**config.mk**
```make
export PLATFORM = sky130hd
export DESIGN_NAME = uart_frame_parser_xor_fcs_top
export DESIGN_NICKNAME = d
export VERILOG_FILES = /design/src/sv/ufp_pkg.sv /design/src/sv/uart_frame_parser_xor_fcs_top.sv
export SDC_FILE = /design/constraint.sdc
export NUM_CORES = 1
export LEC_CHECK = 0
export BUFFER_PORTS_ARGS = -buffer_cell sky130_fd_sc_hd__buf_2
export CORE_MARGIN = 2
export CORE_UTILIZATION = 39
export CTS_CLUSTER_SIZE = 12
export DETAILED_ROUTE_END_ITERATION = 7
export GPL_TIMING_DRIVEN = 0
export SYNTH_ARGS = -nofsm -noshare
export SYNTH_HDL_FRONTEND = slang
export SYNTH_SLANG_ARGS = --single-unit
```
**constraint.sdc**
```tcl
create_clock -name clk -period 6.43 [get_ports clk]
set_clock_uncertainty 0.05 [all_clocks]
set_input_delay 1.286 -clock clk [delete_from_list [all_inputs] [get_ports clk]]
set_output_delay 1.286 -clock clk [all_outputs]
set_load 0.01 [all_outputs]
```
**src/sv/ufp_pkg.sv**
```systemverilog
// Shared types and constants for the UART frame parser with XOR check.
// Used by uart_frame_parser_xor_fcs_top; depends on nothing else.
package ufp_pkg;

  localparam int unsigned BYTE_W    = 8;
  localparam int unsigned LEN_W     = 7;
  localparam int unsigned EVENT_W   = 3;
  localparam int unsigned CFG_IDX_W = 3;
  localparam int unsigned CFG_W     = 8;
  localparam int unsigned OUT_W     = 40;

  localparam logic [BYTE_W-1:0] LEN_FLOOR        = 8'd4;
  localparam logic [BYTE_W-1:0] LEN_CEIL         = 8'd127;
  localparam logic [BYTE_W-1:0] START_BYTE_RST   = 8'hFE;
  localparam logic [LEN_W-1:0]  MIN_LENGTH_RST   = 7'd4;
  localparam logic [LEN_W-1:0]  MAX_LENGTH_RST   = 7'd80;
  localparam logic              BYPASS_EN_RST    = 1'b1;
  localparam logic [BYTE_W-1:0] BYPASS_CODE_RST  = 8'h88;

  typedef enum logic [1:0] {
    PH_HUNT  = 2'd0,
    PH_LEN   = 2'd1,
    PH_DATA  = 2'd2,
    PH_CHECK = 2'd3
  } phase_t;

  typedef enum logic [EVENT_W-1:0] {
    EV_DISCARD    = 3'd0,
    EV_START      = 3'd1,
    EV_LEN_OK     = 3'd2,
    EV_LEN_BAD    = 3'd3,
    EV_DATA       = 3'd4,
    EV_FRAME_GOOD = 3'd5,
    EV_CHECK_FAIL = 3'd6
  } event_t;

  typedef enum logic [CFG_IDX_W-1:0] {
    REG_START_BYTE  = 3'd0,
    REG_MIN_LENGTH  = 3'd1,
    REG_MAX_LENGTH  = 3'd2,
    REG_BYPASS_EN   = 3'd3,
    REG_BYPASS_CODE = 3'd4
  } cfg_idx_t;

  typedef struct packed {
    logic [BYTE_W-1:0] computed_check;
    logic [LEN_W-1:0]  frame_length;
    logic [LEN_W-1:0]  byte_pos;
    logic [BYTE_W-1:0] frame_byte;
    event_t            event_res;
  } result_t;

endpackage

```
**src/sv/uart_frame_parser_xor_fcs_top.sv**
```systemverilog
// Top level of the UART frame parser: start byte, length byte, data, XOR check.
// Depends on ufp_pkg for types, event codes and register indexes.
//
// The parser takes one received byte per item and gives one result item per byte, at a
// sustained rate of one item per clock cycle while out_tready stays high. An item passes
// an input register and a result register: it is loaded into the input register at the
// edge that accepts it, and its result is registered into the result register once the
// output is free. The whole parse step for a byte is combinational logic between those
// two registers. While a result waits, the input side takes one more item into the input
// register and then holds in_tready low. Configuration registers are written through the
// plain write port and should only change while no item is in flight.
module uart_frame_parser_xor_fcs_top (
  input  logic                                 clk,
  input  logic                                 rst_n,
  input  logic                                 in_tvalid,
  output logic                                 in_tready,
  input  logic [ufp_pkg::BYTE_W-1:0]           in_tdata,   // [7:0] rx_byte
  output logic                                 out_tvalid,
  input  logic                                 out_tready,
  // [2:0] event_res, [10:3] frame_byte, [17:11] byte_pos, [24:18] frame_length,
  // [32:25] computed_check, [39:33] zero
  output logic [ufp_pkg::OUT_W-1:0]            out_tdata,
  input  logic                                 cfg_we,
  input  logic [ufp_pkg::CFG_IDX_W-1:0]        cfg_index,
  input  logic [ufp_pkg::CFG_W-1:0]            cfg_data
);
  import ufp_pkg::*;

  logic [BYTE_W-1:0] start_byte_r;
  logic [LEN_W-1:0]  min_length_r;
  logic [LEN_W-1:0]  max_length_r;
  logic              bypass_en_r;
  logic [BYTE_W-1:0] bypass_code_r;

  logic              in_valid_r;
  logic [BYTE_W-1:0] in_byte_r;
  logic              out_valid_r;
  result_t           result_r;
  result_t           result_nxt;

  phase_t            phase_r, phase_nxt;
  logic [LEN_W-1:0]  length_r, length_nxt;
  logic [LEN_W-1:0]  taken_r, taken_nxt;
  logic [BYTE_W-1:0] xor_r, xor_nxt;

  logic              out_free;
  logic              xfer;
  logic [LEN_W-1:0]  taken_inc;
  logic [BYTE_W-1:0] xor_with_byte;
  logic              len_bad;
  logic              check_ok;

  assign out_free   = !out_valid_r || out_tready;
  assign xfer       = in_valid_r && out_free;
  assign in_tready  = !in_valid_r || out_free;
  assign out_tvalid = out_valid_r;
  assign out_tdata  = {{(OUT_W - $bits(result_t)){1'b0}}, result_r};

  always_ff @(posedge clk) begin
    if (!rst_n) begin
      start_byte_r  <= START_BYTE_RST;
      min_length_r  <= MIN_LENGTH_RST;
      max_length_r  <= MAX_LENGTH_RST;
      bypass_en_r   <= BYPASS_EN_RST;
      bypass_code_r <= BYPASS_CODE_RST;
    end else if (cfg_we) begin
      case (cfg_index)
        REG_START_BYTE:  start_byte_r  <= cfg_data;
        REG_MIN_LENGTH:  min_length_r  <= cfg_data[LEN_W-1:0];
        REG_MAX_LENGTH:  max_length_r  <= cfg_data[LEN_W-1:0];
        REG_BYPASS_EN:   bypass_en_r   <= cfg_data[0];
        REG_BYPASS_CODE: bypass_code_r <= cfg_data;
        default: ;
      endcase
    end
  end

  always_ff @(posedge clk) begin
    if (!rst_n) begin
      in_valid_r <= 1'b0;
    end else if (in_tready) begin
      in_valid_r <= in_tvalid;
    end
  end

  always_ff @(posedge clk) begin
    if (in_tready && in_tvalid) begin
      in_byte_r <= in_tdata;
    end
  end

  always_ff @(posedge clk) begin
    if (!rst_n) begin
      out_valid_r <= 1'b0;
    end else if (out_free) begin
      out_valid_r <= in_valid_r;
    end
  end

  always_ff @(posedge clk) begin
    if (xfer) begin
      result_r <= result_nxt;
    end
  end

  always_ff @(posedge clk) begin
    if (!rst_n) begin
      phase_r  <= PH_HUNT;
      length_r <= '0;
      taken_r  <= '0;
      xor_r    <= '0;
    end else if (xfer) begin
      phase_r  <= phase_nxt;
      length_r <= length_nxt;
      taken_r  <= taken_nxt;
      xor_r    <= xor_nxt;
    end
  end

  assign taken_inc     = taken_r + LEN_W'(1);
  assign xor_with_byte = xor_r ^ in_byte_r;
  assign len_bad       = (in_byte_r < LEN_FLOOR) || (in_byte_r < {1'b0, min_length_r}) ||
                         (in_byte_r > {1'b0, max_length_r}) || (in_byte_r > LEN_CEIL);
  assign check_ok      = (in_byte_r == xor_r) || (bypass_en_r && (in_byte_r == bypass_code_r));

  always_comb begin
    phase_nxt                 = phase_r;
    length_nxt                = length_r;
    taken_nxt                 = taken_r;
    xor_nxt                   = xor_r;
    result_nxt.event_res      = EV_DISCARD;
    result_nxt.frame_byte     = in_byte_r;
    result_nxt.byte_pos       = '0;
    result_nxt.frame_length   = '0;
    result_nxt.computed_check = '0;
    case (phase_r)
      PH_HUNT: begin
        if (in_byte_r == start_byte_r) begin
          phase_nxt                 = PH_LEN;
          length_nxt                = '0;
          taken_nxt                 = LEN_W'(1);
          xor_nxt                   = in_byte_r;
          result_nxt.event_res      = EV_START;
          result_nxt.computed_check = in_byte_r;
        end
      end
      PH_LEN: begin
        result_nxt.byte_pos = LEN_W'(1);
        if (len_bad) begin
          phase_nxt            = PH_HUNT;
          length_nxt           = '0;
          taken_nxt            = '0;
          xor_nxt              = '0;
          result_nxt.event_res = EV_LEN_BAD;
        end else begin
          phase_nxt                 = PH_DATA;
          length_nxt                = in_byte_r[LEN_W-1:0];
          taken_nxt                 = LEN_W'(2);
          xor_nxt                   = xor_with_byte;
          result_nxt.event_res      = EV_LEN_OK;
          result_nxt.frame_length   = in_byte_r[LEN_W-1:0];
          result_nxt.computed_check = xor_with_byte;
        end
      end
      PH_DATA: begin
        taken_nxt                 = taken_inc;
        xor_nxt                   = xor_with_byte;
        result_nxt.event_res      = EV_DATA;
        result_nxt.byte_pos       = taken_r;
        result_nxt.frame_length   = length_r;
        result_nxt.computed_check = xor_with_byte;
        if (({1'b0, taken_inc} + 8'd1) >= {1'b0, length_r}) begin
          phase_nxt = PH_CHECK;
        end
      end
      PH_CHECK: begin
        phase_nxt                 = PH_HUNT;
        length_nxt                = '0;
        taken_nxt                 = '0;
        xor_nxt                   = '0;
        result_nxt.event_res      = check_ok ? EV_FRAME_GOOD : EV_CHECK_FAIL;
        result_nxt.byte_pos       = taken_r;
        result_nxt.frame_length   = length_r;
        result_nxt.computed_check = xor_r;
      end
      default: ;
    endcase
  end

  a_hunt_clear: assert property (@(posedge clk) disable iff (!rst_n)
    (phase_r == PH_HUNT) |-> (length_r == '0 && taken_r == '0 && xor_r == '0))
    else $error("parser state not cleared while hunting");

  a_len_held: assert property (@(posedge clk) disable iff (!rst_n)
    (phase_r == PH_DATA || phase_r == PH_CHECK) |-> ({1'b0, length_r} >= LEN_FLOOR))
    else $error("frame length below floor inside a frame");

  a_len_reject: assert property (@(posedge clk) disable iff (!rst_n)
    (rst_n && xfer && phase_r == PH_LEN && len_bad) |=>
      (phase_r == PH_HUNT && out_valid_r && result_r.event_res == EV_LEN_BAD))
    else $error("rejected length did not return to hunting");

  a_check_end: assert property (@(posedge clk) disable iff (!rst_n)
    (rst_n && xfer && phase_r == PH_CHECK) |=>
      (phase_r == PH_HUNT && out_valid_r &&
       (result_r.event_res == EV_FRAME_GOOD || result_r.event_res == EV_CHECK_FAIL)))
    else $error("check byte did not close the frame");

endmodule

```
==> results of run 1 <==
flip-flops by register name, indices dropped and copies added (netlist names), 7 cells and up, named ones only:
name / count
max_length_r: 7
start_byte_r: 8
bypass_code_r: 8
in_byte_r: 8
out_tdata: 33
length_r: 7
xor_r: 8
min_length_r: 7
taken_r: 7
critical path, cell delays in order:
cell and delay (ps):
sky130_fd_sc_hd__buf_2 100, sky130_fd_sc_hd__nor2b_1 310, sky130_fd_sc_hd__nand2_1 120, sky130_fd_sc_hd__buf_2 150
layer usage:
metal / global-route usage [%] / up-vias / share of wire [%]
met2: 29.7 / 106 / 47
met5: 0 / - / 0
met3: 2.27 / 21 / 4.5
li1: - / 2005 / -
met1: 24.1 / 1861 / 47
met4: 6.40 / 0 / 1.7
synth_stat cells (all sizes together), types with 2 or more instances:
master	count
inv	27
a31oi	2
nand2b	2
a21oi	10
nor2	12
dfxtp	57
nor3	3
nor4	2
nor2b	18
and3	3
xor2	11
clkbuf	20
buf	22
mux2i	12
o22ai	17
o32ai	7
a22o	7
a211oi	4
edfxtp	41
nand4	6
xnor2	24
o21a	4
nand2	102
and2	12
o21ai	28
nand3b	2
ha	22
a21boi	13
nand3	25
a21o	5
o211ai	2
layout make-up:
| cell class | count | area, µm² |
|---|---|---|
| fillers | 1227 | 6780 |
| multi-input cells | 375 | 2410 |
| flip-flops and latches | 98 | 2370 |
| repair buffers | 58 | 313 |
| clock buffers | 12 | 236 |
| plain buffers | 42 | 226 |
| well taps | 172 | 215 |
| inverters | 28 | 105 |
| clock inverters | 3 | 16.3 |
metrics by stage:
| stage | utilization (%) | hold WS [ps] | total power, µW | instance area (µm²) |
|---|---|---|---|---|
| after global routing | 46.5 | 430 | 1310 | 5890 |
| after detailed placement | 44.5 | 402 | 798 | 5640 |
| after global placement | 44.2 | 397 | 793 | 5610 |
| final | 46.5 | 411 | 1260 | 5890 |
| after CTS | 46.5 | 414 | 1270 | 5890 |
| after floorplan | - | 378 | 756 | 5110 |
power by group through the flow:
stage	Clock [µW]	Combinational (µW)	Sequential (µW)
after detailed placement	0	110	688
after global routing	508	122	676
final	479	111	674
after floorplan	0	64.6	691
after CTS	486	111	674
after global placement	0	105	688
cells by family (layout without fill, tap and decap cells):
group	after synthesis	after routing
adder cells (fa/ha/maj)	22	22
AND/OR/NAND/NOR	192	192
XOR/XNOR	35	35
buffers and inverters	70	143
multiplexers	12	12
AO/OA/AOI/OAI	107	107
other	1	7
flip-flops	98	98
path summary, 6_finish.rpt:
kind,endpoint,slack [ps],cells after the start
min reg2reg,out_tdata[3],410,0
max reg2reg,flip-flop,3450,12
max,in_tready,3130,4
min,out_tdata[3],410,0
==> impl_results.rst, run 1 <==
.. list-table::
   :header-rows: 1

   * - Metric
     - Value
   * - Transition time of the tightest slew-check pin
     - roughly 620 ps
   * - Most common library cell in the layout ignoring fill and taps
     - sky130_fd_sc_hd__nand2_1
   * - Minimum clock period after layout
     - between 3000 and 4000 ps
   * - Average footprint of a synthesized cell
     - 9.47 µm²
   * - Net switching power figure
     - roughly 300 µW
   * - Worst setup EP type
     - output port
   * - I/O pin count
     - 66
   * - Clock slew at the register clock pins of the worst setup and hold paths
     - around 60 ps
   * - Crit path max fanout
     - 4
   * - Total of warnings raised by yosys
     - 0
   * - CTS buffer count
     - 9
   * - Proportion of netlist area held by the largest area contributor
     - between 20 and 25%
   * - Routed wire per std cell
     - between 15 and 20 µm
   * - Latest clock arrival within the worst-skew pair
     - around 340 ps
   * - Overall global routing resource usage
     - between 10% and 20%
   * - Reported leakage power
     - 0.00228 µW
   * - Clock network fraction of design power
     - between 30% and 40%
   * - Count of vias placed by the detailed router
     - about 4000
   * - CTS tree
     - yes
   * - Final number of setup-violating endpoints
     - 0
   * - Diode insertion count for antenna repair
     - 0
   * - Total power per unit cell area
     - between 200 and 250 nW/µm²
   * - Most area-consuming cells after synthesis
     - sky130_fd_sc_hd__edfxtp_1 24%, sky130_fd_sc_hd__dfxtp_1 22%, sky130_fd_sc_hd__nand2_1 7.5%
   * - Pre-antenna DRT Iters
     - 5
   * - Count of nets left with antenna violations after detail routing
     - 0
   * - Simple-Gate Fraction of Synth Area
     - between 15 and 20%
   * - Internal power
     - just under 1000 µW
   * - Total core area
     - between 10000 and 15000 µm²
   * - Data arrival time of the critical path
     - between 1500 and 2000 ps
   * - Count of H-tree levels built during CTS
     - 3
   * - Fraction of power consumed by combinational cells
     - 8.7%
   * - Post-Synthesis Cell Area
     - ~5100 µm²
   * - WP data required
     - between 5000 and 6000 ps
   * - Startpoint of the worst-slack reg-to-reg timing path
     - taken_r[1]
   * - Final layout net count
     - ~660
   * - Share of layout cells above drive strength 1
     - 16.7%
   * - Die X-Extent
     - roughly 120 µm
   * - Initial core utilization
     - 40.1%
   * - Dominant combinational cell family by area after synthesis
     - simple AND/OR/NAND/NOR gates
   * - Y dimension of the die
     - roughly 120 µm
   * - CTS resizes
     - 0
   * - Hold Path Origin
     - in_byte_r[0]
   * - Seq/Total Area, Yosys
     - between 40% and 50%
   * - Count of input and output buffers
     - 57
   * - Worst min-delay path class
     - reg -> reg
   * - Sequential Power Share
     - between 50% and 60%
   * - Worst setup timing slack at the placement stage
     - between 2000 and 3000 ps
   * - Category of the critical setup timing path
     - in -> out
   * - Number of hold-repair buffers added at the cts stage
     - 0
   * - Largest area contributor in the synthesized netlist
     - sky130_fd_sc_hd__edfxtp_1
   * - Die Footprint
     - around 14000 µm²
   * - Multiplexer fraction of the synthesized cell area
     - under 10%
   * - Number of DRC violations after detailed routing
     - 0
   * - Asr flop ratio synth
     - 0%
   * - Fin crit share
     - 51.4%
   * - GRT Residual Overflow
     - 0
   * - Xor and xnor area share after synthesis
     - 6.03%
   * - Via density
     - slightly above 5
   * - Most frequent cells in the layout
     - 101 x sky130_fd_sc_hd__nand2_1, 61 x sky130_fd_sc_hd__buf_2, 57 x sky130_fd_sc_hd__dfxtp_1
   * - Maximum number of pins on one net before global-route repair
     - 20
   * - Result of the run
     - complete, no violations
   * - Iteration-0 DRC Markers
     - 248
   * - Count of cell types in the netlist
     - 52
   * - Unrepaired setup endpoints after global routing
     - false
   * - Setup total negative slack
     - 0 ps
   * - Number of synthesized register bits
     - 98
   * - Number of enable-type register cells in the synthesized netlist
     - 41
   * - Area fraction in compound gates after synthesis
     - 14.7%
   * - Row Count
     - 41
   * - Number of antenna violations at the first check in global routing
     - 0
   * - WL final
     - 12200 µm
   * - Final Hold Viols
     - 0
   * - Post-CTS Setup Inserts
     - 0
   * - Number of pins with negative max-slew slack in the final report
     - 0
   * - Arithmetic-cell share of the synthesized area counting full adders, half adders and majority gates
     - between 5 and 6%
   * - Final worst-path setup slack
     - between 3000 and 4000 ps
   * - Primary FF master, synth
     - sky130_fd_sc_hd__dfxtp_1
   * - Root buffer cell
     - sky130_fd_sc_hd__clkbuf_16
   * - Worst setup startpoint
     - out_tready
   * - Number of non-filler instances in the completed layout
     - about 790
   * - Number of instances in the synthesized netlist
     - approximately 540
   * - Post-DP HPWL
     - 9020 µm
   * - Switching share of total power
     - 23.3%
   * - Rel. slew slack
     - approximately three fifths
   * - Largest buffer count on any clock path
     - 2
   * - Clock sink count
     - 98
   * - Highest clock rate
     - slightly above 300 MHz
   * - Number of placed instances with taps included
     - about 770
   * - Wire length of the first global-routing pass
     - approximately 20000 µm
   * - Element type at the critical path start
     - input port
   * - Largest voltage drop on the vdd net
     - roughly 120 µV
   * - Max_cap viols
     - 0
   * - Area Growth Syn to Fin
     - 15.9%
   * - Placer congestion estimate
     - between 0.8 and 0.9
   * - Number of global-route vias before repair
     - 3922
Power figures use the tool's default switching activity.
==> run 2: changes to the inputs <==
==> constraint.sdc (replaced) <==
create_clock -name clk -period 2.8 [get_ports clk]
set_clock_uncertainty 0.05 [all_clocks]
set_input_delay 0.56 -clock clk [delete_from_list [all_inputs] [get_ports clk]]
set_output_delay 0.56 -clock clk [all_outputs]
set_load 0.01 [all_outputs]
==> run 2 against run 1 <==
First-iteration DRC count down 0.81%. Global-route usage up 0.19 points. Via count up 0.23%.
==> impl_results.rst, run 2 (synthesized netlist as in run 1, its figures left out) <==
.. list-table::
   :header-rows: 1

   * - Metric
     - Value
   * - CTS tree
     - yes
   * - Fraction of power consumed by combinational cells
     - under 10%
   * - Met2 track demand over resource
     - 28.7%
   * - Flip-flop count of the largest register after layout
     - 33
   * - Minimum clock period after layout
     - roughly 2700 ps
   * - Iteration-0 DRC Markers
     - ~250
   * - Pre-antenna DRT Iters
     - 5
   * - Reported leakage power
     - between 0.002 and 0.0025 µW
   * - WL final
     - 12600 µm
   * - List of cells traversed by the critical path
     - ha_1, and4b_1, a221o_1, a31oi_1, nor4b_4, a21oi_2, o21ai_0, a22o_1
   * - Number of pins with negative max-slew slack in the final report
     - 0
   * - Count of vias placed by the detailed router
     - roughly 4000
   * - Crit path max fanout
     - 7
   * - Final worst-path setup slack
     - about 130 ps
   * - Y dimension of the die
     - about 120 µm
   * - Switching share of total power
     - around 24%
   * - Root buffer cell
     - sky130_fd_sc_hd__clkbuf_16
   * - Share of layout cells above drive strength 1
     - about a fifth
   * - Row Count
     - ~40
   * - GR peak layer
     - met2
   * - Number of global-route vias before repair
     - 3864
   * - Number of hold-repair buffers added at the cts stage
     - 0
   * - Count of input and output buffers
     - 57
   * - Overall global routing resource usage
     - 18.1%
   * - Worst setup timing slack at the placement stage
     - -109 ps
   * - Net switching power figure
     - between 700 and 800 µW
   * - Rel. slew slack
     - between 50 and 60%
   * - Clock sink count
     - 98
   * - Number of antenna violations at the first check in global routing
     - 0
   * - Clock network fraction of design power
     - 38.9%
   * - Final layout net count
     - about 650
   * - Result of the run
     - complete, no violations
   * - I/O pin count
     - 66
   * - Slowest cell on the critical path
     - sky130_fd_sc_hd__edfxtp_1
   * - Total Power
     - between 2000 and 3000 µW
   * - Count of H-tree levels built during CTS
     - 3
   * - Placer congestion estimate
     - 0.839
   * - Highest clock rate
     - 374 MHz
   * - Largest voltage drop on the vdd net
     - about 240 µV
   * - Die X-Extent
     - 118 µm
   * - Via density
     - between 5 and 6
   * - Worst min-delay path class
     - in -> reg
   * - GRT Residual Overflow
     - 0
   * - CTS buffer count
     - 9
   * - Element type at the critical path start
     - flip-flop
   * - Wire length of the first global-routing pass
     - approximately 20000 µm
   * - Met3 routing resource usage after global routing
     - about 3.2%
   * - Clock slew at the register clock pins of the worst setup and hold paths
     - approximately 70 ps
   * - Worst-case register-to-register setup slack
     - around 130 ps
   * - Most common library cell in the layout ignoring fill and taps
     - sky130_fd_sc_hd__nand2_1
   * - Sequential Power Share
     - between 50% and 60%
   * - Total power per unit cell area
     - 495 nW/µm²
   * - Met1 demand-to-capacity share in global routing
     - approximately 25%
   * - Unrepaired setup endpoints after global routing
     - true
   * - Diode insertion count for antenna repair
     - 0
   * - Fin crit share
     - 95.5%
   * - Post-DP HPWL
     - around 9200 µm
   * - Maximum number of pins on one net before global-route repair
     - 28
   * - Transition time of the tightest slew-check pin
     - around 640 ps
   * - Area Growth Syn to Fin
     - 17.1%
   * - Category of the critical setup timing path
     - reg -> reg
   * - Latest clock arrival within the worst-skew pair
     - roughly 350 ps
   * - FILL cells
     - approximately 1200
   * - Crit path buffers/inverters
     - 0
   * - Final number of setup-violating endpoints
     - 0
   * - Internal power
     - about 2200 µW
   * - Number of DRC violations after detailed routing
     - 0
   * - Die Footprint
     - around 14000 µm²
   * - Largest buffer count on any clock path
     - 2
   * - Count of nets left with antenna violations after detail routing
     - 0
   * - Cell family with the largest share of critical-path delay
     - compound AO/OA/AOI/OAI gates
   * - Maximum cell stage delay along the critical path
     - roughly 480 ps
   * - Initial core utilization
     - approximately two fifths
   * - Max_cap viols
     - 0
   * - Routed wire per std cell
     - 16.0 µm
   * - Data arrival time of the critical path
     - 2720 ps
   * - Final Hold Viols
     - 0
   * - Total core area
     - 12700 µm²
   * - WP data required
     - around 2900 ps
   * - Worst setup EP type
     - flip-flop
   * - Most frequent cells in the layout
     - 101 x sky130_fd_sc_hd__nand2_1, 60 x sky130_fd_sc_hd__buf_2, 53 x sky130_fd_sc_hd__dfxtp_1
-- run 2: cell count changes in the layout (fill, tap and decap cells not counted), moves of 2 or more --
cell / before / now
sky130_fd_sc_hd__clkbuf_1: 23 / 19
sky130_fd_sc_hd__dfxtp_1: 57 / 53
sky130_fd_sc_hd__dfxtp_2: 0 / 4
sky130_fd_sc_hd__clkinv_2: 2 / 0
sky130_fd_sc_hd__ha_1: 22 / 20
sky130_fd_sc_hd__ha_4: 0 / 2
-- run 2: final cells by class --
type                       count  area (µm²)  share of cell area (%)
multi-input combinational    375        2470                    41.5
timing repair buffer          58         305                    5.13
clock inverter                 4        28.8                   0.484
sequential                    98        2380                    39.9
inverter                      28         105                    1.77
clock buffer                  12         236                    3.97
buffer                        38         214                    3.60
tap                          172         215                    3.62
-- run 2: stage by stage --
stage | cell area (µm²) | setup TNS, ps | hold WS [ps] | std cells | utilization, %
detailed placement | 5630 | -109 | 390 | 773 | 44.5
global route | 5950 | -44.4 | 332 | 785 | 47.0
floorplan | 5110 | 0 | 378 | 543 | -
global placement | 5610 | -12780 | 394 | 772 | 44.3
finish | 5950 | 0 | 337 | 785 | 47.0
CTS | 5890 | 0 | 333 | 785 | 46.5
-- run 2: final timing paths --
| kind | from | to | cells after the start |
|---|---|---|---|
| min reg2reg | in_byte_r[0] | out_tdata[3] | 0 |
| max | in_byte_r[6] | out_tdata[25] | 8 |
| max reg2reg | in_byte_r[6] | out_tdata[25] | 8 |
| min | in_tdata[2] | in_byte_r[2] | 1 |
-- run 2: power groups by stage --
stage	combinational, µW	sequential, µW	clock (µW)
2_1_floorplan	149	1590	0
3_3_place_gp	241	1580	0
3_5_place_dp	251	1580	0
4_1_cts	252	1550	1160
5_1_grt	278	1550	1220
6_report	251	1550	1140
-- run 2: what timing repair did --
item / 4_1_cts / 5_1_grt
setup endpoints to repair: 2 / 5
setup buffers: 0 / 0
cloned: 0 / 0
gates resized for setup: 2 / 15
pin swaps: 0 / 1
endpoints found under the hold margin: 0 / 0
-- run 2: metal layers --
metal	routed length (µm)	share of wire, %
met1	5920	47
met2	5920	47
met3	516	4.1
met4	202	1.6
met5	0	0
-- run 2: worst register-to-register path, stage by stage, from the launching register on --
cell	delay (ps)
sky130_fd_sc_hd__edfxtp_1	480
sky130_fd_sc_hd__ha_1	330
sky130_fd_sc_hd__and4b_1	220
sky130_fd_sc_hd__a221o_1	290
sky130_fd_sc_hd__a31oi_1	240
sky130_fd_sc_hd__nor4b_4	110
sky130_fd_sc_hd__a21oi_2	330
sky130_fd_sc_hd__o21ai_0	130
sky130_fd_sc_hd__a22o_1	260
==> run 3: changes to the inputs <==
--- a/config.mk
+++ b/config.mk
@@ -8,6 +8,7 @@
 export BUFFER_PORTS_ARGS = -buffer_cell sky130_fd_sc_hd__buf_2
 export CORE_MARGIN = 2
 export CORE_UTILIZATION = 39
+export CTS_BUF_LIST = sky130_fd_sc_hd__clkbuf_8
 export CTS_CLUSTER_SIZE = 12
 export DETAILED_ROUTE_END_ITERATION = 7
 export GPL_TIMING_DRIVEN = 0
==> constraint.sdc (replaced) <==
create_clock -name clk -period 3.3 [get_ports clk]
set_clock_uncertainty 0.05 [all_clocks]
set_input_delay 0.66 -clock clk [delete_from_list [all_inputs] [get_ports clk]]
set_output_delay 0.66 -clock clk [all_outputs]
set_load 0.01 [all_outputs]
==> run 3 against run 2 <==
First-iteration DRC count fell by 4.1%. Utilization fell by 1.2 points. Non-clock buffer count rose by 4. Register-to-register slack improved by 230 ps. Largest power group unchanged. Sequential power fell by 15%. Largest cell class unchanged. Combinational power fell by 15%. Cell area fell by 2.6%. Highest routed layer unchanged. Critical path depth rose by 4. Via count rose by 0.70%. Total power fell by 25%.
==> impl_results.rst, run 3 (synthesized netlist as in run 1, its figures left out) <==
.. list-table::
   :header-rows: 1

   * - Metric
     - Value
   * - WP data required
     - about 3500 ps
   * - Number of hold-repair buffers added at the cts stage
     - 0
   * - Most frequent cells in the layout
     - 101 x sky130_fd_sc_hd__nand2_1, 61 x sky130_fd_sc_hd__buf_2, 57 x sky130_fd_sc_hd__dfxtp_1
   * - Count of H-tree levels built during CTS
     - 3
   * - Number of global-route vias before repair
     - approximately 3900
   * - Transition time of the tightest slew-check pin
     - approximately 630 ps
   * - Min Hold Slack
     - a little over 400 ps
   * - Most common library cell in the layout ignoring fill and taps
     - sky130_fd_sc_hd__nand2_1
   * - Cell count of the worst hold path
     - 1
   * - Post-CTS Setup Inserts
     - 0
   * - CTS resizes
     - 0
   * - Number of pins with negative max-slew slack in the final report
     - 0
   * - Result of the run
     - complete, no violations
   * - Maximum number of pins on one net before global-route repair
     - 28
   * - Row Count
     - 41
   * - Worst r2r path cells
     - 12
   * - Diode insertion count for antenna repair
     - 0
   * - Via density
     - 5.11
   * - Area Growth Syn to Fin
     - 14.1%
   * - Routed wire per std cell
     - around 16 µm
   * - Placer congestion estimate
     - ~0.84
   * - Setup total negative slack
     - 0 ps
   * - Flip-flop count of the largest register after layout
     - 33
   * - Pre-antenna DRT Iters
     - 6
   * - CTS tree
     - yes
   * - WL final
     - ~12000 µm
   * - Share of layout cells above drive strength 1
     - between 15 and 20%
   * - Die X-Extent
     - 118 µm
   * - Unrepaired setup endpoints after global routing
     - false
   * - Final layout net count
     - 658
   * - Number of antenna violations at the first check in global routing
     - 0
   * - Count of vias placed by the detailed router
     - ~4000
   * - GRT Residual Overflow
     - 0
   * - Largest voltage drop on the vdd net
     - approximately 150 µV
   * - Rel. slew slack
     - between 50% and 60%
   * - Minimum clock period after layout
     - just under 3000 ps
   * - Die Footprint
     - 14000 µm²
   * - Max_cap viols
     - 0
   * - Crit path max fanout
     - 9
   * - Highest clock rate
     - roughly 340 MHz
   * - Category of the critical setup timing path
     - reg -> reg
   * - FILL cells
     - 1266
   * - Total core area
     - around 13000 µm²
   * - Latest clock arrival within the worst-skew pair
     - 370 ps
   * - Fin crit share
     - 89.3%
   * - CTS buffer count
     - 9
   * - Iteration-0 DRC Markers
     - 236
   * - Data arrival time of the critical path
     - between 3000 and 4000 ps
   * - I/O pin count
     - 66
   * - Count of input and output buffers
     - 57
   * - Y dimension of the die
     - between 100 and 150 µm
   * - Worst setup EP type
     - flip-flop
   * - Clock slew at the register clock pins of the worst setup and hold paths
     - approximately 100 ps
   * - Worst min-delay path class
     - in -> reg
   * - Final number of setup-violating endpoints
     - 0
   * - Final core area utilization
     - a little under half
   * - Count of nets left with antenna violations after detail routing
     - 0
   * - Reported leakage power
     - 0.00225 µW
   * - Clock sink count
     - 98
   * - Number of DRC violations after detailed routing
     - 0
   * - Final Hold Viols
     - 0
   * - Total power per unit cell area
     - about 380 nW/µm²
   * - Post-DP HPWL
     - a little over 9000 µm
   * - Largest buffer count on any clock path
     - 2
   * - Wire length of the first global-routing pass
     - 19800 µm
   * - Element type at the critical path start
     - flip-flop
   * - Overall global routing resource usage
     - a little under a fifth
   * - Root buffer cell
     - sky130_fd_sc_hd__clkbuf_8
   * - Initial core utilization
     - 40.1%
==> run 3: cell types whose count changed in the layout (fill, tap and decap cells not counted), moves of 2 or more <==
cell	delta
sky130_fd_sc_hd__inv_1	+3
sky130_fd_sc_hd__ha_1	+2
sky130_fd_sc_hd__clkbuf_16	-9
sky130_fd_sc_hd__clkbuf_8	+9
sky130_fd_sc_hd__dfxtp_2	-4
sky130_fd_sc_hd__ha_4	-2
sky130_fd_sc_hd__dfxtp_1	+4
==> run 3: where the power goes <==
part	leakage, µW	total (µW)	internal (µW)	switching [µW]
Sequential	0.000851	1310	1290	18.3
Clock	0.0000939	689	269	420
Combinational	0.00130	213	86.9	126
Total	0.00225	2210	1650	564
==> run 3: area by class of cell <==
type                            count  area [µm²]  share of cell area [%]
Multi-Input combinational cell    375        2410                    41.6
Sequential cell                    98        2370                    40.9
Timing Repair Buffer               58         305                    5.27
Buffer                             42         226                    3.91
Tap cell                          172         215                    3.71
Clock buffer                        9         124                    2.14
Inverter                           28         105                    1.81
Clock inverter                      7        40.0                   0.691
==> run 3: worst paths after layout <==
path | to | slack [ps] | from
hold reg to reg | out_tdata[3] | 410 | in_byte_r[0]
hold / removal | in_byte_r[2] | 410 | in_tdata[2]
setup reg to reg | flip-flop | 350 | taken_r[1]
setup / recovery | flip-flop | 350 | taken_r[1]
==> run 3: stage by stage <==
stage / instance area, µm² / total power [µW] / setup slack [ps] / std cells
after global placement: 5610 / 1540 / -317 / 772
after detailed placement: 5630 / 1550 / 391 / 773
after global routing: 5800 / 2300 / 81.2 / 789
final: 5800 / 2210 / 353 / 789
after CTS: 5800 / 2240 / 358 / 789
after floorplan: 5110 / 1470 / 432 / 543
==> run 3: per-layer routing <==
layer	wire length (µm)	track usage, %	share of wire, %	vias up
met5	0	0	0	-
li1	-	-	-	1999
met2	5810	28.5	47	114
met3	585	3.33	4.7	11
met1	5750	24.7	47	1906
met4	174	6.33	1.4	0
==> run 3: worst max-delay path, cell delays in order (launching register included) <==
cell and delay [ps]:
sky130_fd_sc_hd__dfxtp_1 420, sky130_fd_sc_hd__ha_1 180, sky130_fd_sc_hd__clkbuf_1 290, sky130_fd_sc_hd__nand2_1 90, sky130_fd_sc_hd__o22ai_1 210, sky130_fd_sc_hd__nand3_1 150
sky130_fd_sc_hd__xor2_1 170, sky130_fd_sc_hd__ha_1 300, sky130_fd_sc_hd__a21o_1 180, sky130_fd_sc_hd__a211oi_1 210, sky130_fd_sc_hd__o21ai_0 110, sky130_fd_sc_hd__o21a_1 230
sky130_fd_sc_hd__a31o_2 250
